==> config.mk <==
export PLATFORM = sky130hd
export DESIGN_NAME = r6m_addr_mul
export DESIGN_NICKNAME = d
export VERILOG_FILES = /design/src/rtl/r6m_pkg.sv /design/src/rtl/r6m_addr_mul.sv
export SDC_FILE = /design/constraint.sdc
export NUM_CORES = 2
export LEC_CHECK = 0
export ABC_AREA = 0
export BUFFER_PORTS_ARGS = -buffer_cell sky130_fd_sc_hd__buf_4
export CAP_MARGIN = 20
export CORE_ASPECT_RATIO = 1.4
export CORE_MARGIN = 4
export CORE_UTILIZATION = 65
export CTS_CLUSTER_SIZE = 25
export DETAILED_ROUTE_END_ITERATION = 7
export PLACE_DENSITY_LB_ADDON = 0.08
export SLEW_MARGIN = 25
export SYNTH_ARGS = -nofsm -noshare
export SYNTH_HDL_FRONTEND = slang
export SYNTH_SLANG_ARGS = --single-unit
==> constraint.sdc <==
create_clock -name clk -period 7.2 [get_ports clk]
set_input_delay 0 -clock clk [delete_from_list [all_inputs] [get_ports clk]]
set_output_delay 0 -clock clk [all_outputs]
set_load 0.01 [all_outputs]
==> src/rtl/r6m_pkg.sv <==
package r6m_pkg;

    localparam int MAX_DISKS = 16;
    localparam int DISK_W    = 4;
    localparam int CNT_W     = 5;
    localparam int PAGE_W    = 36;
    localparam int PB_W      = 25;
    localparam int SB_W      = 27;
    localparam int ADDR_W    = PAGE_W + PB_W;
    localparam int OFF_W     = 48;
    localparam int HALF_W    = 18;
    localparam int PROD_W    = HALF_W + PB_W;
    localparam int ROW_CUT   = 24;
    localparam int CFG_W     = 27;
    localparam int IDX_W     = 3;

    localparam logic [1:0] KIND_READ    = 2'd0;
    localparam logic [1:0] KIND_DESTAGE = 2'd1;
    localparam logic [1:0] KIND_WRITE   = 2'd2;

    localparam logic [IDX_W-1:0] REG_DISK_COUNT  = 3'd0;
    localparam logic [IDX_W-1:0] REG_PAGE_BYTES  = 3'd1;
    localparam logic [IDX_W-1:0] REG_STRIP_BYTES = 3'd2;
    localparam logic [IDX_W-1:0] REG_FAILED_DISK = 3'd3;
    localparam logic [IDX_W-1:0] REG_USER_IO     = 3'd4;

    typedef enum logic [2:0] {
        MODE_IMM,
        MODE_SINGLE,
        MODE_DEGRADED,
        MODE_DESTAGE,
        MODE_WRITE
    } mode_t;

    // Effective configuration, already clamped.
    typedef struct packed {
        logic [CNT_W-1:0]  n;
        logic [DISK_W-1:0] w;
        logic [PB_W-1:0]   pb;
        logic [SB_W-1:0]   sb;
        logic [DISK_W-1:0] failed;
        logic              uio;
    } cfg_t;

    typedef struct packed {
        logic [1:0]        kind;
        logic [ADDR_W-1:0] addr;
    } addr_item_t;

    typedef struct packed {
        logic [1:0]        kind;
        logic [ADDR_W-1:0] strip;
        logic [SB_W-1:0]   rem_a;
    } strip_item_t;

    typedef struct packed {
        logic [1:0]        kind;
        logic [ADDR_W-1:0] row;
        logic [DISK_W-1:0] rem_b;
        logic [DISK_W-1:0] s;
        logic [SB_W-1:0]   rem_a;
    } row_item_t;

    typedef struct packed {
        logic [1:0]        kind;
        logic [DISK_W-1:0] data;
        logic [DISK_W-1:0] pd;
        logic [DISK_W-1:0] qd;
        logic [OFF_W-1:0]  off;
    } map_item_t;

endpackage

==> src/rtl/r6m_addr_mul.sv <==
module r6m_addr_mul (
    input  logic                     clk,
    input  logic                     rst_n,
    input  logic                     en,
    input  logic                     in_valid,
    input  logic [1:0]               kind,
    input  logic [r6m_pkg::PAGE_W-1:0] page_number,
    input  r6m_pkg::cfg_t            cfg,
    output logic                     out_valid,
    output r6m_pkg::addr_item_t      out_item
);
    import r6m_pkg::*;

    logic              v1_reg;
    logic [1:0]        kind1_reg;
    logic [PROD_W-1:0] lo_reg;
    logic [PROD_W-1:0] hi_reg;
    logic [PROD_W-1:0] lo_next;
    logic [PROD_W-1:0] hi_next;
    logic              v2_reg;
    addr_item_t        item2_reg;
    addr_item_t        item2_next;

    // The 36 by 25 product is split into two 18 by 25 partial products.
    assign lo_next = {{PB_W{1'b0}}, page_number[HALF_W-1:0]} * {{HALF_W{1'b0}}, cfg.pb};
    assign hi_next = {{PB_W{1'b0}}, page_number[PAGE_W-1:HALF_W]} * {{HALF_W{1'b0}}, cfg.pb};

    always_comb
    begin
        item2_next.kind = kind1_reg;
        item2_next.addr = {{HALF_W{1'b0}}, lo_reg} + {hi_reg, {HALF_W{1'b0}}};
    end

    always_ff @(posedge clk or negedge rst_n)
    begin
        if (!rst_n)
        begin
            v1_reg <= 1'b0;
            v2_reg <= 1'b0;
        end
        else if (en)
        begin
            v1_reg <= in_valid;
            v2_reg <= v1_reg;
        end
    end

    always_ff @(posedge clk)
    begin
        if (en)
        begin
            kind1_reg <= kind;
            lo_reg    <= lo_next;
            hi_reg    <= hi_next;
            item2_reg <= item2_next;
        end
    end

    assign out_valid = v2_reg;
    assign out_item  = item2_reg;
endmodule

==> flow_summary.json <==
{
  "status": "completed",
  "clock_skew_ps": 19.9,
  "vias": 25700,
  "tns_ps": 0,
  "vias_per_cell": 5.77,
  "finalCritPeriodShare": 0.873,
  "reg2reg_slack_ps": 3720,
  "timing.rr.start": "lo_reg[18]",
  "fmax_ghz": 0.159,
  "cts_tree": "yes",
  "worstSetupStartpoint": "cfg[46]",
  "core_area_um2": 53200,
  "die_h_um": 282,
  "die_area_um2": 57600,
  "grt_max_degree": 86,
  "synth_top_area_frac": 0.422,
  "syn_avg_cell_area_um2": 9.29,
  "ys_top_cells_by_area": "fa_1 42%, edfxtp_1 13%, inv_1 9.5%",
  "drc": 0,
  "dpl_cell_area_um2": 36200,
  "rsz0062_at_grt": "no",
  "synth-seq-cells": 153,
  "yosys-top-cells-count": "888 x inv_1, 737 x fa_1, 616 x nand2_1",
  "insertedDiodeCount": 0,
  "ys.flop_type": "edfxtp_1",
  "clockBufferDepth": 2,
  "ant_nets": 0,
  "stdcell_area_um2": 36800,
  "initial_utilization": 0.657,
  "relSlewSlack": 0.398,
  "maxCapViolations": 0,
  "worstMarginPinSlew_ps": 903,
  "die_w_um": 204,
  "reg2reg_to": "out_item[60]",
  "synth_cell_type_count": 64,
  "synthToLayoutAreaGrowth_pct": 5.33,
  "yosysWarnings": 0,
  "insertion_delay_ps": 460,
  "slowest_stage": "fa_1",
  "slew_violations": 0,
  "wire_per_inst_um": 19.9,
  "dpl.hpwl_mm": 67.3,
  "cts_resized": 0,
  "grt_pass1_vias": 28800,
  "hp-class": "in -> reg",
  "rows": 100,
  "holdPathStages": 1,
  "synthMostInstantiatedCell": "inv_1",
  "setup_viol": 0,
  "hold_viol": 0,
  "rr_worst_depth": 13,
  "grt_pass1_wl_mm": 146,
  "ys_seq_area_frac": 0.131,
  "place_congestion": 0.943,
  "netlist_area_um2": 34900,
  "drtIter0Drc": 1731,
  "cp-start-kind": "input port",
  "htreeDepth": 4,
  "clkSlewWorstSetupHoldPaths_ps": 70,
  "end_kind": "flop",
  "place_inst": 4420,
  "cp_max_fo": 22,
  "period_needed_ps": 6290,
  "synth_edf_count": 151,
  "io_pins": 172,
  "cts_root_buf": "clkbuf_16",
  "crit_end": "lo_reg[42]",
  "critical_path_class": "in -> reg",
  "syn-num-nets": 4862,
  "largest_reg_flops": 63,
  "critPathMostFrequentCell": "fa_1",
  "synthArstFlopShare": 0.0131,
  "antenna_found_initial": 1,
  "cp.arrival_ps": 6460,
  "detail_route.wirelength_mm": 88.5,
  "cts_sinks": 153,
  "grt-ovfl-total": 0,
  "finalNonFillerCells": 4456,
  "path_cells": "buf_4 -> buf_4 -> nand2_1 -> fa_1 -> fa_1 -> fa_1 -> inv_1 -> fa_1 -> fa_1 -> inv_1 -> fa_1 -> inv_1 -> ha_1 -> a21o_1 -> a21oi_1 -> o21ai_0 -> a211oi_1 -> o31ai_1 -> a21oi_2 -> nor3_1 -> a2111oi_0 -> xnor2_1",
  "drtPass1Iterations": 5,
  "drive_above_1_share": 0.0521,
  "synth_area_leader_cell": "fa_1",
  "synthCells": 3758,
  "track_usage": 0.326,
  "io_buffer_count": 130,
  "slowest_delay_ps": 600,
  "cts_buffers": 17,
  "final_nets": 4834,
  "worst_ep_required_time_ps": 7380
}
[how the worst min path moves through the flow]
stage / start / to
finish: en / kind1_reg[0]
global route: en / kind1_reg[0]
CTS: page_number[0] / lo_reg[0]
detailed placement: rst_n / out_valid
global placement: rst_n / out_valid
floorplan: rst_n / out_valid
[per-layer routing]
| layer | wire (µm) | vias up | track usage |
|---|---|---|---|
| met5 | 11 | - | 0 |
| met4 | 6120 | 2 | 0.186 |
| met3 | 6230 | 341 | 0.0537 |
| met2 | 45200 | 1097 | 0.574 |
| met1 | 31000 | 13200 | 0.378 |
| li1 | - | 11100 | - |
[cell families (layout without fill, tap and decap cells)]
group	Yosys count	after routing	share of synthesized area
AOI/OAI and AO/OA	293	293	0.0561
xor gates and xnor gates	111	111	0.0278
adders and majority gates	996	996	0.515
buffers and inverters	1087	1071	0.117
DFF	153	153	0.131
muxes	3	3	0.000931
and+or+nand+nor	1115	1115	0.152
[worst max-delay path, delay by kind of cell]
kind	cells	cell delay (ps)
AO/OA/AOI/OAI	7	1930
adder cells (fa/ha/maj)	7	3410
XOR/XNOR	1	140
buffers and inverters	5	800
AND/OR/NAND/NOR	2	170
[stage by stage]
stage	hold WS, ps	setup WS, ps	utilization
after global placement	-218	609	0.680
after CTS	106	958	0.692
final	71.1	914	0.692
after global routing	121	616	0.692
after detailed placement	-217	505	0.680
after floorplan	-296	1040	-
[placed cells by master, fill, tap and decap left out, types with 4 or more instances in the layout]
master,synthesis,final
inv_1,888,888
fa_1,737,737
nand2_1,616,616
and2_1,354,354
ha_1,259,259
edfxtp_1,151,151
buf_4,1,146
a21oi_1,85,85
xnor2_1,75,75
a21o_1,66,66
nor2_1,48,48
o21ai_0,41,41
xor2_1,36,36
nand3_1,26,26
and3_1,19,19
clkbuf_16,0,17
a31oi_1,16,16
nand2b_1,14,14
nand4_1,13,13
o21bai_1,11,11
o21a_1,10,10
o211ai_1,9,9
nor2b_1,9,9
a211oi_1,8,8
nor3_1,5,5
dlygate4sd3_1,0,5
o31ai_1,4,4
clkinvlp_4,0,4
inv_6,0,4
[repair_timing]
item                                   4_1_cts  5_1_grt
endpoints found under the hold margin        5        0
hold buffers                                 5        0
buffers inserted                             0        0
[area by class of cell]
type                    count  area [µm²]
multi-input cells        2518       26300
fillers                  4213       16400
flip-flops and latches    153        4580
inverters                 888        3330
repair buffers            152        1160
well taps                 714         893
clock buffers              17         425
clock inverters            14         139
Power is not shown: default switching activity piles up to over one toggle a cycle in this logic, so the estimate is an artifact.
