[config.mk]
export PLATFORM = sky130hd
export DESIGN_NAME = r6m_map
export DESIGN_NICKNAME = d
export VERILOG_FILES = /design/src/rtl/r6m_pkg.sv /design/src/rtl/r6m_map.sv
export SDC_FILE = /design/constraint.sdc
export NUM_CORES = 2
export LEC_CHECK = 0
export ABC_AREA = 0
export BUFFER_PORTS_ARGS = -buffer_cell sky130_fd_sc_hd__buf_4
export CORE_ASPECT_RATIO = 1.75
export CORE_UTILIZATION = 30
export DETAILED_ROUTE_END_ITERATION = 8
export PLACE_DENSITY = 0.56
export SYNTH_ARGS = -nofsm -noshare
export SYNTH_HDL_FRONTEND = slang
export SYNTH_SLANG_ARGS = --single-unit
[constraint.sdc]
create_clock -name clk -period 3.1 [get_ports clk]
set_input_delay 0.62 -clock clk [delete_from_list [all_inputs] [get_ports clk]]
set_output_delay 0.62 -clock clk [all_outputs]
set_load 0.05 [all_outputs]
[src/rtl/r6m_pkg.sv]
package r6m_pkg;

    localparam int MAX_DISKS = 16;
    localparam int DISK_W    = 4;
    localparam int CNT_W     = 5;
    localparam int PAGE_W    = 36;
    localparam int PB_W      = 25;
    localparam int SB_W      = 27;
    localparam int ADDR_W    = PAGE_W + PB_W;
    localparam int OFF_W     = 48;
    localparam int HALF_W    = 18;
    localparam int PROD_W    = HALF_W + PB_W;
    localparam int ROW_CUT   = 24;
    localparam int CFG_W     = 27;
    localparam int IDX_W     = 3;

    localparam logic [1:0] KIND_READ    = 2'd0;
    localparam logic [1:0] KIND_DESTAGE = 2'd1;
    localparam logic [1:0] KIND_WRITE   = 2'd2;

    localparam logic [IDX_W-1:0] REG_DISK_COUNT  = 3'd0;
    localparam logic [IDX_W-1:0] REG_PAGE_BYTES  = 3'd1;
    localparam logic [IDX_W-1:0] REG_STRIP_BYTES = 3'd2;
    localparam logic [IDX_W-1:0] REG_FAILED_DISK = 3'd3;
    localparam logic [IDX_W-1:0] REG_USER_IO     = 3'd4;

    typedef enum logic [2:0] {
        MODE_IMM,
        MODE_SINGLE,
        MODE_DEGRADED,
        MODE_DESTAGE,
        MODE_WRITE
    } mode_t;

    // Effective configuration, already clamped.
    typedef struct packed {
        logic [CNT_W-1:0]  n;
        logic [DISK_W-1:0] w;
        logic [PB_W-1:0]   pb;
        logic [SB_W-1:0]   sb;
        logic [DISK_W-1:0] failed;
        logic              uio;
    } cfg_t;

    typedef struct packed {
        logic [1:0]        kind;
        logic [ADDR_W-1:0] addr;
    } addr_item_t;

    typedef struct packed {
        logic [1:0]        kind;
        logic [ADDR_W-1:0] strip;
        logic [SB_W-1:0]   rem_a;
    } strip_item_t;

    typedef struct packed {
        logic [1:0]        kind;
        logic [ADDR_W-1:0] row;
        logic [DISK_W-1:0] rem_b;
        logic [DISK_W-1:0] s;
        logic [SB_W-1:0]   rem_a;
    } row_item_t;

    typedef struct packed {
        logic [1:0]        kind;
        logic [DISK_W-1:0] data;
        logic [DISK_W-1:0] pd;
        logic [DISK_W-1:0] qd;
        logic [OFF_W-1:0]  off;
    } map_item_t;

endpackage

[src/rtl/r6m_map.sv]
module r6m_map (
    input  logic               clk,
    input  logic               rst_n,
    input  logic               en,
    input  logic               in_valid,
    input  r6m_pkg::row_item_t in_item,
    input  r6m_pkg::cfg_t      cfg,
    output logic               out_valid,
    output r6m_pkg::map_item_t out_item
);
    import r6m_pkg::*;

    localparam int P0_W = ROW_CUT + SB_W;

    logic              v1_reg;
    logic [1:0]        kind1_reg;
    logic [DISK_W-1:0] data1_reg;
    logic [DISK_W-1:0] pd1_reg;
    logic [DISK_W-1:0] qd1_reg;
    logic [P0_W-1:0]   p0_reg;
    logic [ROW_CUT-1:0] p1_reg;
    logic [SB_W-1:0]   ra1_reg;
    logic [CNT_W-1:0]  sd;
    logic [CNT_W-1:0]  sp;
    logic [CNT_W-1:0]  sq;
    logic [CNT_W-1:0]  dd;
    logic [CNT_W-1:0]  dp;
    logic [CNT_W-1:0]  dqq;
    logic [P0_W-1:0]   p0_next;
    logic [2*ROW_CUT-1:0] p1_full;
    logic              v2_reg;
    map_item_t         item2_reg;
    map_item_t         item2_next;

    // Each sum stays below twice the disk count, so one subtract reduces it.
    assign sd  = {1'b0, in_item.rem_b} + {1'b0, in_item.s};
    assign sp  = {1'b0, cfg.w} + {1'b0, in_item.s};
    assign sq  = sp + CNT_W'(1);
    assign dd  = sd - cfg.n;
    assign dp  = sp - cfg.n;
    assign dqq = sq - cfg.n;

    assign p0_next = {{SB_W{1'b0}}, in_item.row[ROW_CUT-1:0]} * {{ROW_CUT{1'b0}}, cfg.sb};
    assign p1_full = {{ROW_CUT{1'b0}}, in_item.row[2*ROW_CUT-1:ROW_CUT]}
                   * {{ROW_CUT{1'b0}}, cfg.sb[ROW_CUT-1:0]};

    always_comb
    begin
        item2_next.kind = kind1_reg;
        item2_next.data = data1_reg;
        item2_next.pd   = pd1_reg;
        item2_next.qd   = qd1_reg;
        item2_next.off  = p0_reg[OFF_W-1:0] + {p1_reg, {ROW_CUT{1'b0}}}
                        + {{(OFF_W-SB_W){1'b0}}, ra1_reg};
    end

    always_ff @(posedge clk or negedge rst_n)
    begin
        if (!rst_n)
        begin
            v1_reg <= 1'b0;
            v2_reg <= 1'b0;
        end
        else if (en)
        begin
            v1_reg <= in_valid;
            v2_reg <= v1_reg;
        end
    end

    always_ff @(posedge clk)
    begin
        if (en)
        begin
            kind1_reg <= in_item.kind;
            data1_reg <= (sd >= cfg.n) ? dd[DISK_W-1:0] : sd[DISK_W-1:0];
            pd1_reg   <= (sp >= cfg.n) ? dp[DISK_W-1:0] : sp[DISK_W-1:0];
            qd1_reg   <= (sq >= cfg.n) ? dqq[DISK_W-1:0] : sq[DISK_W-1:0];
            p0_reg    <= p0_next;
            p1_reg    <= p1_full[ROW_CUT-1:0];
            ra1_reg   <= in_item.rem_a;
            item2_reg <= item2_next;
        end
    end

    assign out_valid = v2_reg;
    assign out_item  = item2_reg;
endmodule

==> impl_metrics.xml <==
<?xml version="1.0" encoding="UTF-8"?>
<metrics>
  <group name="synthesis">
    <metric name="leading_register_cell_type_out_of_synthesis" unit="">edfxtp_1</metric>
    <metric name="synth_cell_types" unit="">80</metric>
    <metric name="synth_sequential_area_ratio" unit="%">13.64</metric>
    <metric name="synth_area_per_cell" unit="um2">9.579</metric>
    <metric name="syn-instance-count" unit="">4060</metric>
    <metric name="ys_warn_count" unit="">0</metric>
    <metric name="syn-num-nets" unit="">5350</metric>
    <metric name="synth-seq-cells" unit="">177</metric>
    <metric name="async_flop_share" unit="%">1.130</metric>
    <metric name="area_of_the_mapped_netlist" unit="um2">38890</metric>
    <metric name="synth_enable_flop_cells" unit="">175</metric>
  </group>
  <group name="critical_path">
    <metric name="cp_cell_sequence" unit="">buf_8 &gt; and2_4 &gt; fa_1 &gt; inv_2 &gt; fa_1 &gt; inv_2 &gt; fa_2 &gt; fa_1 &gt; fa_1 &gt; fa_1 &gt; inv_2 &gt; fa_1 &gt; inv_2 &gt; ha_4 &gt; nand4_1 &gt; buf_4 &gt; a2111oi_4 &gt; o211ai_2 &gt; a21boi_2 &gt; o2111ai_2 &gt; nand3_2 &gt; and4b_1 &gt; or3_1</metric>
    <metric name="path_common_cell" unit="">fa_1</metric>
    <metric name="critPathLaunchType" unit="">input pin</metric>
    <metric name="timing.rr.end" unit="">out_item[45]</metric>
    <metric name="timing.critical_path.slowest_cell_delay" unit="ns">0.59</metric>
    <metric name="r2r_cells" unit="">13</metric>
    <metric name="critical_path_required" unit="ns">3.37</metric>
    <metric name="ff2ff_setup_slack" unit="ns">-0.23</metric>
    <metric name="critPathSlowestCell" unit="">fa_2</metric>
    <metric name="worstPathArrival" unit="ns">6.84</metric>
    <metric name="crit_path_end_kind" unit="">flip-flop</metric>
    <metric name="worst_r2r_startpoint" unit="">p0_reg[1]</metric>
    <metric name="path_max_fanout" unit="">12</metric>
    <metric name="critical_path_start_end_classification" unit="">in -&gt; reg</metric>
  </group>
  <group name="sta">
    <metric name="timing.final.ws_setup" unit="ns">-3.477</metric>
    <metric name="final-max-slew-violation-count" unit="">0</metric>
    <metric name="grt_setup_unrepaired" unit="">yes</metric>
    <metric name="final-setup-viol-count" unit="">72</metric>
    <metric name="clock_period_minus_worst_slack" unit="ns">6.577</metric>
    <metric name="actual_transition_at_the_worst_max_transition_pin" unit="ns">0.5749</metric>
    <metric name="min_period_over_period" unit="%">212.2</metric>
    <metric name="final_worst_clock_skew" unit="ns">0.01295</metric>
    <metric name="max_freq" unit="MHz">152.0</metric>
    <metric name="finalHoldViolations" unit="">0</metric>
    <metric name="max_slew_margin" unit="%">61.67</metric>
  </group>
  <group name="clock_tree">
    <metric name="clock_latency_on_the_worst_skew_pair" unit="ns">0.52</metric>
    <metric name="cts_sinks" unit="">177</metric>
    <metric name="path_clk_slew" unit="ns">0.08</metric>
    <metric name="htree_levels" unit="">4</metric>
    <metric name="cts.path.max_buffers" unit="">2</metric>
    <metric name="cts-buffers-inserted" unit="">17</metric>
    <metric name="ctsRootBufferMaster" unit="">clkbuf_16</metric>
    <metric name="cts_tree" unit="">built</metric>
  </group>
  <group name="floorplan">
    <metric name="die_area" unit="um2">131100</metric>
    <metric name="ioPinCount" unit="">231</metric>
    <metric name="fp-row-count" unit="">174</metric>
    <metric name="floorplan.die.width" unit="um">274.2</metric>
    <metric name="floorplan.core_area" unit="um2">128400</metric>
    <metric name="start_util" unit="%">30.28</metric>
    <metric name="floorplan.die.height" unit="um">478.3</metric>
  </group>
  <group name="detailed_routing">
    <metric name="dr_total_vias" unit="">29507</metric>
    <metric name="met3_length" unit="um">5231</metric>
    <metric name="wl_met2" unit="um">66650</metric>
    <metric name="route.top_layer_used" unit="">met5</metric>
    <metric name="detailedRoute.firstPassIterationCount" unit="">7</metric>
    <metric name="avgRoutedWirePerCell" unit="um">19.19</metric>
    <metric name="finalWirelength" unit="um">121100</metric>
    <metric name="drc_errors" unit="">20</metric>
    <metric name="detail-route-antenna-nets" unit="">0</metric>
    <metric name="vias_per_cell" unit="">4.676</metric>
    <metric name="wirelength_met1" unit="um">41410</metric>
    <metric name="drt_first_iter_violations" unit="">1025</metric>
  </group>
  <group name="global_routing">
    <metric name="grt_antenna_before_repair" unit="">10</metric>
    <metric name="global_route.overflow_total" unit="">0</metric>
    <metric name="grt_pass1_vias" unit="">33330</metric>
    <metric name="maximum_number_of_pins_on_one_net_before_global_route_repair" unit="">45</metric>
    <metric name="grt_usage" unit="%">18.99</metric>
    <metric name="grt_pass1_wl" unit="um">186500</metric>
  </group>
  <group name="min_path">
    <metric name="min-delay-path-class" unit="">in -&gt; reg</metric>
    <metric name="hold_end" unit="">ra1_reg[8]</metric>
    <metric name="worst_hold_startpoint" unit="">in_item[8]</metric>
    <metric name="min_delay_path_depth" unit="">1</metric>
  </group>
  <group name="layout">
    <metric name="antenna_cells" unit="">0</metric>
    <metric name="largest_register_ffs" unit="">62</metric>
    <metric name="multi_input_comb_area" unit="um2">31970</metric>
    <metric name="area.sequential" unit="um2">5305</metric>
    <metric name="layout-drive-gt1-share" unit="%">26.15</metric>
    <metric name="final_net_count" unit="">5916</metric>
    <metric name="layoutNonFillerInstCount" unit="">6310</metric>
    <metric name="areaGrowthSynthToFinish" unit="%">28.68</metric>
    <metric name="final.fill_count" unit="">12704</metric>
  </group>
  <group name="run">
    <metric name="max_cap_violations" unit="">0</metric>
  </group>
  <group name="placed_design">
    <metric name="place_congestion" unit="">0.8879</metric>
    <metric name="port_buffers" unit="">187</metric>
    <metric name="hpwl" unit="um">101200</metric>
    <metric name="dp.cells" unit="">6202</metric>
  </group>
  <group name="status">
    <metric name="violations" unit="">DRC, setup timing</metric>
    <metric name="outcome" unit="">finished, violations left</metric>
  </group>
</metrics>
worst max-delay path, delay by kind of cell:
family / cells / cell delay, ns
simple gates: 5 / 0.99
compound gates: 4 / 0.78
buf+inv: 6 / 0.51
fa+ha+maj: 8 / 3.93
Yosys cell counts (21+ instances only):
cell type | number | area share [%]
inv_1 | 878 | 8.5
fa_1 | 768 | 40
nand2_1 | 540 | 5.2
and2_1 | 460 | 7.4
ha_1 | 354 | 11
clkbuf_1 | 182 | 1.8
edfxtp_1 | 175 | 14
xnor2_1 | 121 | 2.7
a21oi_1 | 106 | 1.4
a21o_1 | 71 | 1.4
nor2_1 | 71 | 0.69
o21ai_0 | 43 | 0.55
xor2_1 | 39 | 0.88
nand3_1 | 25 | 0.32
nor3_1 | 21 | 0.27
stage by stage:
| stage | worst slack, ns | hold WS [ns] | utilization [%] | area, um2 | setup TNS [ns] |
|---|---|---|---|---|---|
| after floorplan | -3.632 | 0.3244 | - | 40420 | -160.20 |
| after global placement | -4.200 | 0.4018 | 35.94 | 46170 | -205.08 |
| after detailed placement | -4.254 | 0.4043 | 35.94 | 46170 | -207.84 |
| after CTS | -3.451 | 0.2277 | 37.94 | 48730 | -155.30 |
| after global routing | -3.635 | 0.2436 | 38.96 | 50050 | -167.89 |
| final | -3.477 | 0.2719 | 38.96 | 50050 | -158.15 |
cell families (layout without fill, tap and decap cells):
group / count (synthesis) / after routing / share of synthesized area (%)
multiplexers: 7 / 7 / 0.1962
AO/OA/AOI/OAI: 346 / 346 / 6.267
flip-flops: 177 / 177 / 13.64
AND/OR/NAND/NOR: 1184 / 1184 / 15.09
XOR/XNOR: 160 / 160 / 3.603
adder cells (fa/ha/maj): 1122 / 1122 / 50.92
buffers and inverters: 1064 / 1642 / 10.28
per-layer routing:
metal / vias to the layer above / GRT usage, %
met2: 669 / 36.94
li1: 13395 / -
met4: 20 / 9.812
met3: 309 / 3.035
met5: - / 0
met1: 15114 / 18.93
cell type report:
type / instances / area share (%)
multi-input cells: 2819 / 63.89
repair buffers: 733 / 13.59
flip-flops and latches: 177 / 10.60
inverters: 878 / 6.585
well taps: 1672 / 4.180
clock buffers: 18 / 0.8575
clock inverters: 13 / 0.2950
placed cells by master, fill, tap and decap left out, drive strengths merged, types with 4 or more instances in the layout:
cell type / instances
nand2b: 11
clkinv: 4
xor2: 39
nand2: 540
nor2b: 15
xnor2: 121
nand3: 26
nand4: 6
edfxtp: 175
o211a: 4
mux2: 5
and2: 460
a21o: 71
a31oi: 11
o31ai: 5
o21ai: 47
or3: 6
fa: 768
o211ai: 12
a211oi: 11
nor3: 22
inv: 885
buf: 725
and3: 11
o21bai: 13
a211o: 5
clkbuf: 23
nor2: 71
ha: 354
o21a: 17
o2111ai: 4
a21oi: 110
worst max path at each step:
stage / startpoint / endpoint / depth (start not counted)
final: in_item[54] / p0_reg[44] / 23
after global routing: in_item[47] / p0_reg[39] / 25
after CTS: cfg[17] / p0_reg[39] / 25
after detailed placement: cfg[14] / p0_reg[41] / 26
after global placement: cfg[14] / p0_reg[41] / 26
after floorplan: cfg[25] / p0_reg[44] / 24
repair_timing:
action                                 in CTS  in global routing
setup endpoints to repair                  77                 78
setup buffers                              52                 27
hold buffers                                1                  0
cloned                                      9                  4
endpoints found under the hold margin       2                  0
pin swaps                                 183                164
gates resized for setup                   348                229
Power is not shown: default switching activity piles up to over one toggle a cycle in this logic, so the estimate is an artifact.
