<file path="config.mk">
export PLATFORM = sky130hd
export DESIGN_NAME = r6m_emit
export DESIGN_NICKNAME = d
export VERILOG_FILES = /design/src/rtl/r6m_pkg.sv /design/src/rtl/r6m_emit.sv
export SDC_FILE = /design/constraint.sdc
export NUM_CORES = 1
export LEC_CHECK = 0
export BUFFER_PORTS_ARGS = -buffer_cell sky130_fd_sc_hd__buf_2
export CORE_MARGIN = 5
export CORE_UTILIZATION = 48
export DETAILED_ROUTE_END_ITERATION = 8
export PLACE_DENSITY = 0.94
export SYNTH_ARGS = -nofsm -noshare
export SYNTH_HDL_FRONTEND = slang
export SYNTH_SLANG_ARGS = --single-unit
export TNS_END_PERCENT = 30
</file>
<file path="constraint.sdc">
create_clock -name clk -period 6.2 [get_ports clk]
set_clock_uncertainty 0.05 [all_clocks]
set_input_delay 0.31 -clock clk [delete_from_list [all_inputs] [get_ports clk]]
set_output_delay 0.31 -clock clk [all_outputs]
set_load 0.01 [all_outputs]
</file>
<file path="src/rtl/r6m_pkg.sv">
package r6m_pkg;

    localparam int MAX_DISKS = 16;
    localparam int DISK_W    = 4;
    localparam int CNT_W     = 5;
    localparam int PAGE_W    = 36;
    localparam int PB_W      = 25;
    localparam int SB_W      = 27;
    localparam int ADDR_W    = PAGE_W + PB_W;
    localparam int OFF_W     = 48;
    localparam int HALF_W    = 18;
    localparam int PROD_W    = HALF_W + PB_W;
    localparam int ROW_CUT   = 24;
    localparam int CFG_W     = 27;
    localparam int IDX_W     = 3;

    localparam logic [1:0] KIND_READ    = 2'd0;
    localparam logic [1:0] KIND_DESTAGE = 2'd1;
    localparam logic [1:0] KIND_WRITE   = 2'd2;

    localparam logic [IDX_W-1:0] REG_DISK_COUNT  = 3'd0;
    localparam logic [IDX_W-1:0] REG_PAGE_BYTES  = 3'd1;
    localparam logic [IDX_W-1:0] REG_STRIP_BYTES = 3'd2;
    localparam logic [IDX_W-1:0] REG_FAILED_DISK = 3'd3;
    localparam logic [IDX_W-1:0] REG_USER_IO     = 3'd4;

    typedef enum logic [2:0] {
        MODE_IMM,
        MODE_SINGLE,
        MODE_DEGRADED,
        MODE_DESTAGE,
        MODE_WRITE
    } mode_t;

    // Effective configuration, already clamped.
    typedef struct packed {
        logic [CNT_W-1:0]  n;
        logic [DISK_W-1:0] w;
        logic [PB_W-1:0]   pb;
        logic [SB_W-1:0]   sb;
        logic [DISK_W-1:0] failed;
        logic              uio;
    } cfg_t;

    typedef struct packed {
        logic [1:0]        kind;
        logic [ADDR_W-1:0] addr;
    } addr_item_t;

    typedef struct packed {
        logic [1:0]        kind;
        logic [ADDR_W-1:0] strip;
        logic [SB_W-1:0]   rem_a;
    } strip_item_t;

    typedef struct packed {
        logic [1:0]        kind;
        logic [ADDR_W-1:0] row;
        logic [DISK_W-1:0] rem_b;
        logic [DISK_W-1:0] s;
        logic [SB_W-1:0]   rem_a;
    } row_item_t;

    typedef struct packed {
        logic [1:0]        kind;
        logic [DISK_W-1:0] data;
        logic [DISK_W-1:0] pd;
        logic [DISK_W-1:0] qd;
        logic [OFF_W-1:0]  off;
    } map_item_t;

endpackage

</file>
<file path="src/rtl/r6m_emit.sv">
module r6m_emit (
    input  logic                       clk,
    input  logic                       rst_n,
    input  logic                       in_valid,
    input  r6m_pkg::map_item_t         in_item,
    input  r6m_pkg::cfg_t              cfg,
    output logic                       take,
    output logic                       strobe,
    output logic [r6m_pkg::DISK_W-1:0] target_disk,
    output logic [r6m_pkg::OFF_W-1:0]  disk_offset,
    output logic                       is_write,
    output logic                       notify_caller,
    output logic                       immediate_done,
    output logic                       last
);
    import r6m_pkg::*;

    logic              active_reg;
    logic              active_next;
    mode_t             mode_reg;
    mode_t             mode_next;
    logic [DISK_W-1:0] step_reg;
    logic [DISK_W-1:0] step_next;
    map_item_t         item_reg;
    logic [CNT_W-1:0]  rot;
    logic [CNT_W-1:0]  rot_sub;
    logic [DISK_W-1:0] rot_disk;
    logic [CNT_W-1:0]  n_m1;

    assign rot      = {1'b0, item_reg.data} + {1'b0, step_reg};
    assign rot_sub  = rot - cfg.n;
    assign rot_disk = (rot >= cfg.n) ? rot_sub[DISK_W-1:0] : rot[DISK_W-1:0];
    assign n_m1     = cfg.n - CNT_W'(1);

    always_comb
    begin
        target_disk    = item_reg.data;
        is_write       = 1'b0;
        notify_caller  = 1'b0;
        immediate_done = 1'b0;
        last           = 1'b0;
        case (mode_reg)
            MODE_IMM:
            begin
                notify_caller  = 1'b1;
                immediate_done = 1'b1;
                last           = 1'b1;
            end
            MODE_SINGLE:
            begin
                notify_caller = 1'b1;
                last          = 1'b1;
            end
            MODE_DEGRADED:
            begin
                target_disk   = rot_disk;
                notify_caller = (step_reg == DISK_W'(1));
                last          = (step_reg == DISK_W'(1));
            end
            MODE_DESTAGE:
            begin
                if (step_reg == DISK_W'(0))
                begin
                    target_disk = item_reg.pd;
                end
                else if (step_reg == DISK_W'(1))
                begin
                    target_disk = item_reg.qd;
                end
                else
                begin
                    notify_caller = 1'b1;
                    last          = 1'b1;
                end
            end
            MODE_WRITE:
            begin
                is_write = 1'b1;
                if (step_reg == DISK_W'(0))
                begin
                    notify_caller = 1'b1;
                end
                else if (step_reg == DISK_W'(1))
                begin
                    target_disk = item_reg.pd;
                end
                else
                begin
                    target_disk = item_reg.qd;
                    last        = 1'b1;
                end
            end
            default:
            begin
                last = 1'b1;
            end
        endcase
    end

    assign strobe      = active_reg;
    assign disk_offset = item_reg.off;
    assign take        = !active_reg || last;

    always_comb
    begin
        active_next = active_reg;
        mode_next   = mode_reg;
        step_next   = step_reg;
        if (take)
        begin
            active_next = in_valid;
            step_next   = '0;
            if (!cfg.uio)
            begin
                mode_next = MODE_IMM;
            end
            else if (in_item.kind == KIND_READ || in_item.kind == KIND_DESTAGE)
            begin
                if (in_item.data == cfg.failed)
                begin
                    mode_next = MODE_DEGRADED;
                    step_next = n_m1[DISK_W-1:0];
                end
                else if (in_item.kind == KIND_READ)
                begin
                    mode_next = MODE_SINGLE;
                end
                else
                begin
                    mode_next = MODE_DESTAGE;
                end
            end
            else
            begin
                mode_next = MODE_WRITE;
            end
        end
        else if (mode_reg == MODE_DEGRADED)
        begin
            step_next = step_reg - DISK_W'(1);
        end
        else
        begin
            step_next = step_reg + DISK_W'(1);
        end
    end

    always_ff @(posedge clk or negedge rst_n)
    begin
        if (!rst_n)
        begin
            active_reg <= 1'b0;
            mode_reg   <= MODE_IMM;
            step_reg   <= '0;
        end
        else
        begin
            active_reg <= active_next;
            mode_reg   <= mode_next;
            step_reg   <= step_next;
        end
    end

    always_ff @(posedge clk)
    begin
        if (take && in_valid)
        begin
            item_reg <= in_item;
        end
    end
endmodule

</file>
==> results of run 1 <==
[layer usage]
layer	track usage	vias to the layer above	share of wire
met5	0	-	0
met4	0.0781	0	0.013
met3	0.0684	10	0.11
met2	0.279	98	0.52
met1	0.168	968	0.35
li1	-	995	-
[timing repair]
action                                  in CTS  in global routing
endpoints found under the setup margin       0                  0
hold buffers                                 1                  0
buffers inserted                             0                  0
endpoints found under the hold margin        8                  0
[synthesized netlist by cell type, types with 4 or more instances]
cell type | number | area, sq um
o21ai_0 | 4 | 20.0
ha_1 | 13 | 163
mux2i_1 | 10 | 100
dfrtp_1 | 8 | 200
o22ai_1 | 4 | 25.0
xnor2_1 | 7 | 61.3
nor2_1 | 6 | 22.5
a21o_1 | 4 | 30.0
inv_1 | 11 | 41.3
nand2_1 | 6 | 22.5
xor2_1 | 6 | 52.6
buf_4 | 49 | 368
edfxtp_1 | 60 | 1800
mux2_4 | 4 | 60.1
[through the flow]
step           instances  instance area, sq um  hold slack (ns)
3_3_place_gp         415                  3770            0.107
3_5_place_dp         415                  3770            0.109
5_1_grt              433                  3940           0.0830
4_1_cts              432                  3940           0.0964
2_1_floorplan        235                  3350          -0.0356
6_report             433                  3940            0.109
[cells in the final DEF, fill, tap and decap left out, drive strengths merged, types with 2 or more instances in the layout]
| master | synthesis | routed |
|---|---|---|
| nand2b | 2 | 2 |
| inv | 11 | 11 |
| a221o | 3 | 3 |
| nor2b | 3 | 3 |
| buf | 49 | 133 |
| mux2 | 6 | 6 |
| a31oi | 2 | 2 |
| clkbuf | 0 | 11 |
| mux2i | 10 | 10 |
| a21o | 4 | 4 |
| o21a | 2 | 2 |
| a21oi | 4 | 4 |
| nor2 | 6 | 6 |
| ha | 13 | 13 |
| dfrtp | 8 | 8 |
| o22ai | 4 | 4 |
| a22oi | 3 | 3 |
| o21ai | 5 | 5 |
| xnor2 | 7 | 7 |
| xor2 | 6 | 6 |
| clkinv | 0 | 5 |
| nand3 | 2 | 2 |
| edfxtp | 60 | 60 |
| nor3 | 3 | 3 |
| nor3b | 2 | 2 |
| a211o | 2 | 2 |
| nand2 | 8 | 8 |
| fa | 2 | 2 |
[layout make-up]
type                            instances  share of cell area
Tap cell                               96              0.0305
Antenna cell                            1            0.000635
Clock buffer                           11              0.0333
Clock inverter                          5             0.00730
Multi-Input combinational cell        107               0.238
Timing Repair Buffer                  134               0.172
Inverter                               11              0.0105
Sequential cell                        68               0.508
[worst max path at each step]
| stage | end | slack (ns) | cells after the start | from |
|---|---|---|---|---|
| 6_report | target_disk[3] | 2.38 | 10 | step_reg[0]$_DFF_PN0_ |
| 2_1_floorplan | disk_offset[0]$_DFFE_PP_ | 2.91 | 6 | step_reg[1]$_DFF_PN0_ |
| 5_1_grt | target_disk[3] | 2.20 | 10 | step_reg[0]$_DFF_PN0_ |
| 3_5_place_dp | target_disk[3] | 2.70 | 10 | step_reg[0]$_DFF_PN0_ |
| 4_1_cts | target_disk[3] | 2.34 | 10 | step_reg[0]$_DFF_PN0_ |
| 3_3_place_gp | target_disk[2] | 2.82 | 10 | step_reg[0]$_DFF_PN0_ |
[where the power goes]
part / switching [mW] / leakage [nW] / total (mW) / internal, mW
Clock: 0.150 / 0.0868 / 0.293 / 0.143
Sequential: 0.0573 / 0.685 / 0.681 / 0.623
Combinational: 0.339 / 1.03 / 0.603 / 0.264
[cell families (layout without fill, tap and decap cells)]
logic type / Yosys count / in the layout / synth area share
compound gates: 32 / 32 / 0.0751
xor+xnor: 13 / 13 / 0.0340
fa+ha+maj: 15 / 15 / 0.0605
buf+inv: 60 / 161 / 0.122
flops: 68 / 68 / 0.598
mux: 16 / 16 / 0.0546
other cells: 0 / 1 / 0
simple gates: 31 / 31 / 0.0557
[worst reg2reg max path, cell delays in order, from the launching register on]
cell	delay (ns)
dfrtp_1	0.47
inv_1	0.10
ha_1	0.27
o21ai_0	0.41
o2bb2ai_4	0.13
nand2_4	0.17
and2_2	0.16
buf_4	0.57
==> impl_metrics.tcl, run 1 <==
set metrics [dict create \
    synth_edf_count 60 \
    drt_wl_total_um 6810 \
    grt-ovfl-total 0 \
    min_from "in_item[40]" \
    grt_max_degree 61 \
    preCtsSetupSlack_ns 2.70 \
    finalHoldViolations 0 \
    io_buffers 132 \
    fp.dieW_um 93.5 \
    ir_worst_vdd_uv 235 \
    finalPower_mw 1.58 \
    pin_count 189 \
    seqCellArea_sq_mm 0.00200 \
    cpMaxStageDelayCell "dfrtp_1" \
    multiInputGateArea_sq_um 938 \
    period_share 0.616 \
    final_nets 477 \
    core_area_sq_mm 0.00679 \
    startpoint_type "flip-flop" \
    grtUsageTotal 0.162 \
    synth_cell_types 41 \
    hold_end "disk_offset[40]$_DFFE_PP_" \
    synth_fp_nets 381 \
    async_flop_share 0.118 \
    ys.flop_type "edfxtp_1" \
    hold_class "primary input to flip-flop" \
    setup.worst_path.end_class "output pin" \
    maxCapViolations 0 \
    grt_antenna_before_repair 1 \
    fp.dieH_um 93.5 \
    cts_repair_resize_count 0 \
    cts_tree "yes" \
    ys_seq_area_frac 0.598 \
    die_area_sq_mm 0.00875 \
    rsz0062_at_grt "no" \
    drt-pass1-iter-count 4 \
    ant_nets 0 \
    insertion_delay_ns 0.32 \
    cp_common_cell "ha_1" \
    setup-tns-final_ns 0 \
    vias_per_cell 4.78 \
    first_global_vias 2245 \
    wire_per_inst_um 15.7 \
    leakage_nw 1.80 \
    fmax_ghz 0.262 \
    setup_viol 0 \
    drive_gt1_frac 0.482 \
    tightest_slew_ns 0.726 \
    drv_slew 0 \
    nFillCells 536 \
    ctsHtreeMaxLevel 3 \
    path_class "flip-flop to output pin" \
    ys_ff_latch 68 \
    clockBufferDepth 2 \
    required_ns 5.84 \
    drc_errors 0 \
    area_growth_pct 17.8 \
    crit_arrival_ns 3.46 \
    path_cells "ha_1 -> fa_1 -> xor2_1 -> ha_1 -> a21o_1 -> a31oi_1 -> o21ai_1 -> mux2_1 -> a211o_1 -> buf_2" \
    setup_slack_ns 2.38 \
    largest_reg_flops 48 \
    status "finished clean" \
    place.gp.congestion 0.818 \
    yosysWarnings 0 \
    synth_area_per_cell_sq_um 14.2 \
    synth_cells 235 \
    worst_r2r_startpoint "step_reg[1]$_DFF_PN0_" \
    worst-path-buf-inv 1 \
    drt-initial-drc-count 91 \
    ff2ff_path_depth 7 \
    slew-limit-headroom 0.516 \
    root_buffer "clkbuf_8" \
    grt_first_pass_wirelength_um 10800 \
    r2r_slack_ns 3.47 \
    critical-path-top-delay-family "adder cells" \
    dp_hpwl_um 5460 \
    clock-sinks 68 \
    cp_max_fo 7 \
    fp-row-count 30 \
    fin_util 0.580 \
    powerDensity_mw_per_mm2 400 \
    max_stage_delay_ns 0.46 \
    vias 2071 \
    path_clk_slew_ns 0.07 \
    hold_path_depth 1 \
    syn-cell-area_sq_mm 0.00335 \
    cts_buffers 9 \
    finalCriticalPeriod_ns 3.82 \
    rr_endpoint "item_reg[59]$_DFFE_PP_" \
    floorplan.initialDensity 0.493 \
]
No activity file was read; power rests on OpenSTA's default activity.
==> run 2, diff against run 1 <==
--- a/config.mk
+++ b/config.mk
@@ -5,11 +5,12 @@
 export SDC_FILE = /design/constraint.sdc
 export NUM_CORES = 1
 export LEC_CHECK = 0
+export ABC_AREA = 1
 export BUFFER_PORTS_ARGS = -buffer_cell sky130_fd_sc_hd__buf_2
 export CORE_MARGIN = 5
-export CORE_UTILIZATION = 48
+export CORE_UTILIZATION = 41
 export DETAILED_ROUTE_END_ITERATION = 8
-export PLACE_DENSITY = 0.94
+export PLACE_DENSITY = 0.85
 export SYNTH_ARGS = -nofsm -noshare
 export SYNTH_HDL_FRONTEND = slang
 export SYNTH_SLANG_ARGS = --single-unit
==> constraint.sdc (replaced) <==
create_clock -name clk -period 3.4 [get_ports clk]
set_clock_uncertainty 0.05 [all_clocks]
set_input_delay 0.17 -clock clk [delete_from_list [all_inputs] [get_ports clk]]
set_output_delay 0.17 -clock clk [all_outputs]
set_load 0.01 [all_outputs]
==> run 2 against run 1 <==
Against the previous run:
- combinational power is 6.5% lower
- critical endpoint is now target_disk[1]
- utilization is 1.8 points lower
- sequential share of layout area is 9.4 points lower
- final area is 23% higher
- highest routed layer is now met5
- wire length is 30% higher
- register-to-register slack worse by 2.7 ns
- clock power is 130% higher
- final cell count is 39% higher
==> impl_metrics.tcl, run 2 <==
set metrics [dict create \
    fp.dieW_um 103 \
    status "finished clean" \
    fp-row-count 34 \
    grt_first_pass_wirelength_um 14300 \
    drive_gt1_frac 0.333 \
    p_sw_mw 0.684 \
    preCtsSetupSlack_ns 0.534 \
    root_buffer "clkbuf_8" \
    post_dp_cell_area_sq_mm 0.00402 \
    syn-cell-area_sq_mm 0.00357 \
    synth.largest_area_cell "edfxtp_1" \
    slew-limit-headroom 0.663 \
    finalCriticalPeriod_ns 3.13 \
    yosysTopAreaCellShare 0.505 \
    pin_count 189 \
    final_common_cell "buf_2" \
    antenna_cells 0 \
    place.gp.congestion 0.849 \
    die_area_sq_mm 0.0107 \
    crit_arrival_ns 2.91 \
    fmax_ghz 0.319 \
    async_flop_share 0.118 \
    wire_per_inst_um 14.7 \
    powerDensity_mw_per_mm2 471 \
    drt-pass1-iter-count 4 \
    p_int_mw 1.59 \
    leakage_nw 2.32 \
    vias 2803 \
    insertion_delay_ns 0.33 \
    clock-sinks 68 \
    area_growth_pct 35.5 \
    drv_slew 0 \
    dp_hpwl_um 6160 \
    ys_seq_area_frac 0.561 \
    io_buffers 132 \
    core_area_sq_mm 0.00859 \
    ys_ff_latch 68 \
    cts_setup_buffers 0 \
    layout_common_cells "buf_2 (132), nand2_1 (70), dlygate4sd3_1 (61)" \
    startpoint_type "flip-flop" \
    netlist_top_cells_area "edfxtp_1 (51%), buf_4 (10%), nand2_1 (7.5%)" \
    yosysMostFrequentCell "nand2_1" \
    path_clk_slew_ns 0.07 \
    synth_cell_types 27 \
    fin_util 0.563 \
    period_share 0.922 \
    vias_per_cell 4.65 \
    setup-tns-final_ns 0 \
    first_global_vias 3016 \
    maxCapViolations 0 \
    grt_antenna_before_repair 1 \
    cts_buffers 9 \
    finalHoldViolations 0 \
    timing.hold.ws_ns 0.0210 \
    ant_nets 0 \
    final_area_sq_mm 0.00483 \
    grtUsageTotal 0.176 \
    cts_tree "yes" \
    drt-initial-drc-count 127 \
    setup_slack_ns 0.266 \
    setup_viol 0 \
    drc_errors 0 \
    hold_class "primary input to flip-flop" \
    ys.flop_type "edfxtp_1" \
    synth_fp_nets 480 \
    synth_edf_count 60 \
    setup.worst_path.end_class "output pin" \
    synth_cells 334 \
    ctsHtreeMaxLevel 3 \
    cp_max_fo 5 \
    ir_worst_vdd_uv 334 \
    sw_frac_of_total 0.301 \
    required_ns 3.18 \
    fp.dieH_um 103 \
    tightest_slew_ns 0.504 \
    rsz0062_at_grt "no" \
    clock_power_share 0.291 \
    yosysWarnings 0 \
    final_nets 636 \
    floorplan.initialDensity 0.415 \
    drt_wl_total_um 8860 \
    largest_reg_flops 48 \
    synth_area_per_cell_sq_um 10.7 \
    p_comb_frac 0.248 \
    p_seq_frac 0.461 \
    grt-ovfl-total 0 \
    clockBufferDepth 2 \
    grt_max_degree 39 \
    synth_common_cells "nand2_1 (71), edfxtp_1 (60), buf_4 (48), inv_1 (40), nand3_1 (34)" \
    path_class "flip-flop to output pin" \
]
## run 2: changes by cell type in the layout (fill, tap and decap cells not counted), moves of 6 or more
cell	delta
nand2_1	+64
dlygate4sd3_1	+60
nand3_1	+32
inv_1	+28
mux2i_1	-10
nor2_1	+6
## run 2: timing repair
item | 4_1_cts | 5_1_grt
hold buffers | 61 | 0
hold endpoints to repair | 68 | 0
endpoints found under the setup margin | 0 | 4
gates resized for setup | 0 | 2
## run 2: cells by family (layout without fill, tap and decap cells)
kind of cell	count (synthesis)	count (layout)	synth area share
simple gates	133	133	0.182
xor+xnor	12	12	0.0295
compound gates	15	15	0.0228
buf+inv	91	252	0.147
fa+ha+maj	15	15	0.0568
flops	68	68	0.561
## run 2: worst paths after layout
| kind | startpoint | endpoint | slack (ns) | cells after the start |
|---|---|---|---|---|
| hold / removal | in_valid | strobe$_DFFE_PN0N_ | 0.02 | 3 |
| min in group asynchronous | rst_n | mode_reg[1]$_DFFE_PN0N_ | 0.16 | 2 |
| setup / recovery | step_reg[0]$_DFF_PN0_ | target_disk[1] | 0.27 | 13 |
| hold reg to reg | mode_reg[0]$_DFFE_PN0N_ | mode_reg[0]$_DFFE_PN0N_ | 0.54 | 2 |
| setup reg to reg | step_reg[1]$_DFF_PN0_ | disk_offset[2]$_DFFE_PP_ | 0.80 | 10 |
| max in group asynchronous | rst_n | step_reg[1]$_DFF_PN0_ | 2.97 | 2 |
## run 2: per-layer routing
layer | vias to the layer above | routed length [um] | track usage
met5 | - | 7 | 0
met4 | 2 | 181 | 0.0598
met3 | 21 | 1010 | 0.0832
met2 | 126 | 4420 | 0.296
met1 | 1289 | 3240 | 0.198
li1 | 1365 | - | -
## run 2: power by group through the flow
stage | Sequential [mW] | Combinational, mW | Clock, mW
final | 1.05 | 0.564 | 0.662
after global routing | 1.06 | 0.634 | 0.717
after CTS | 1.05 | 0.558 | 0.673
after detailed placement | 1.06 | 0.503 | 0
after global placement | 1.06 | 0.484 | 0
after floorplan | 1.05 | 0.384 | 0
## run 2: cell type report
cell class              count  area, sq um
fillers                   717         3760
flip-flops and latches     68         2000
repair buffers            194         1290
multi-input cells         175         1050
inverters                  42          160
well taps                 108          135
clock buffers              10          128
clock inverters             6         72.6
## run 2: worst max-delay path, cell delays in order, from the launching register on
cell,delay [ns]
dfrtp_1,0.44
ha_1,0.25
fa_1,0.41
xnor2_1,0.22
inv_1,0.07
ha_1,0.33
a21oi_2,0.19
nand2_1,0.08
nand2_2,0.10
nand2_1,0.10
nand2_1,0.09
nand3_1,0.07
nand3_1,0.09
buf_2,0.14
## run 2: per-stage QoR
stage          std cells  total power [mW]
6_report             603              2.28
2_1_floorplan        334              1.43
3_5_place_dp         526              1.57
5_1_grt              603              2.41
3_3_place_gp         526              1.55
4_1_cts              603              2.28
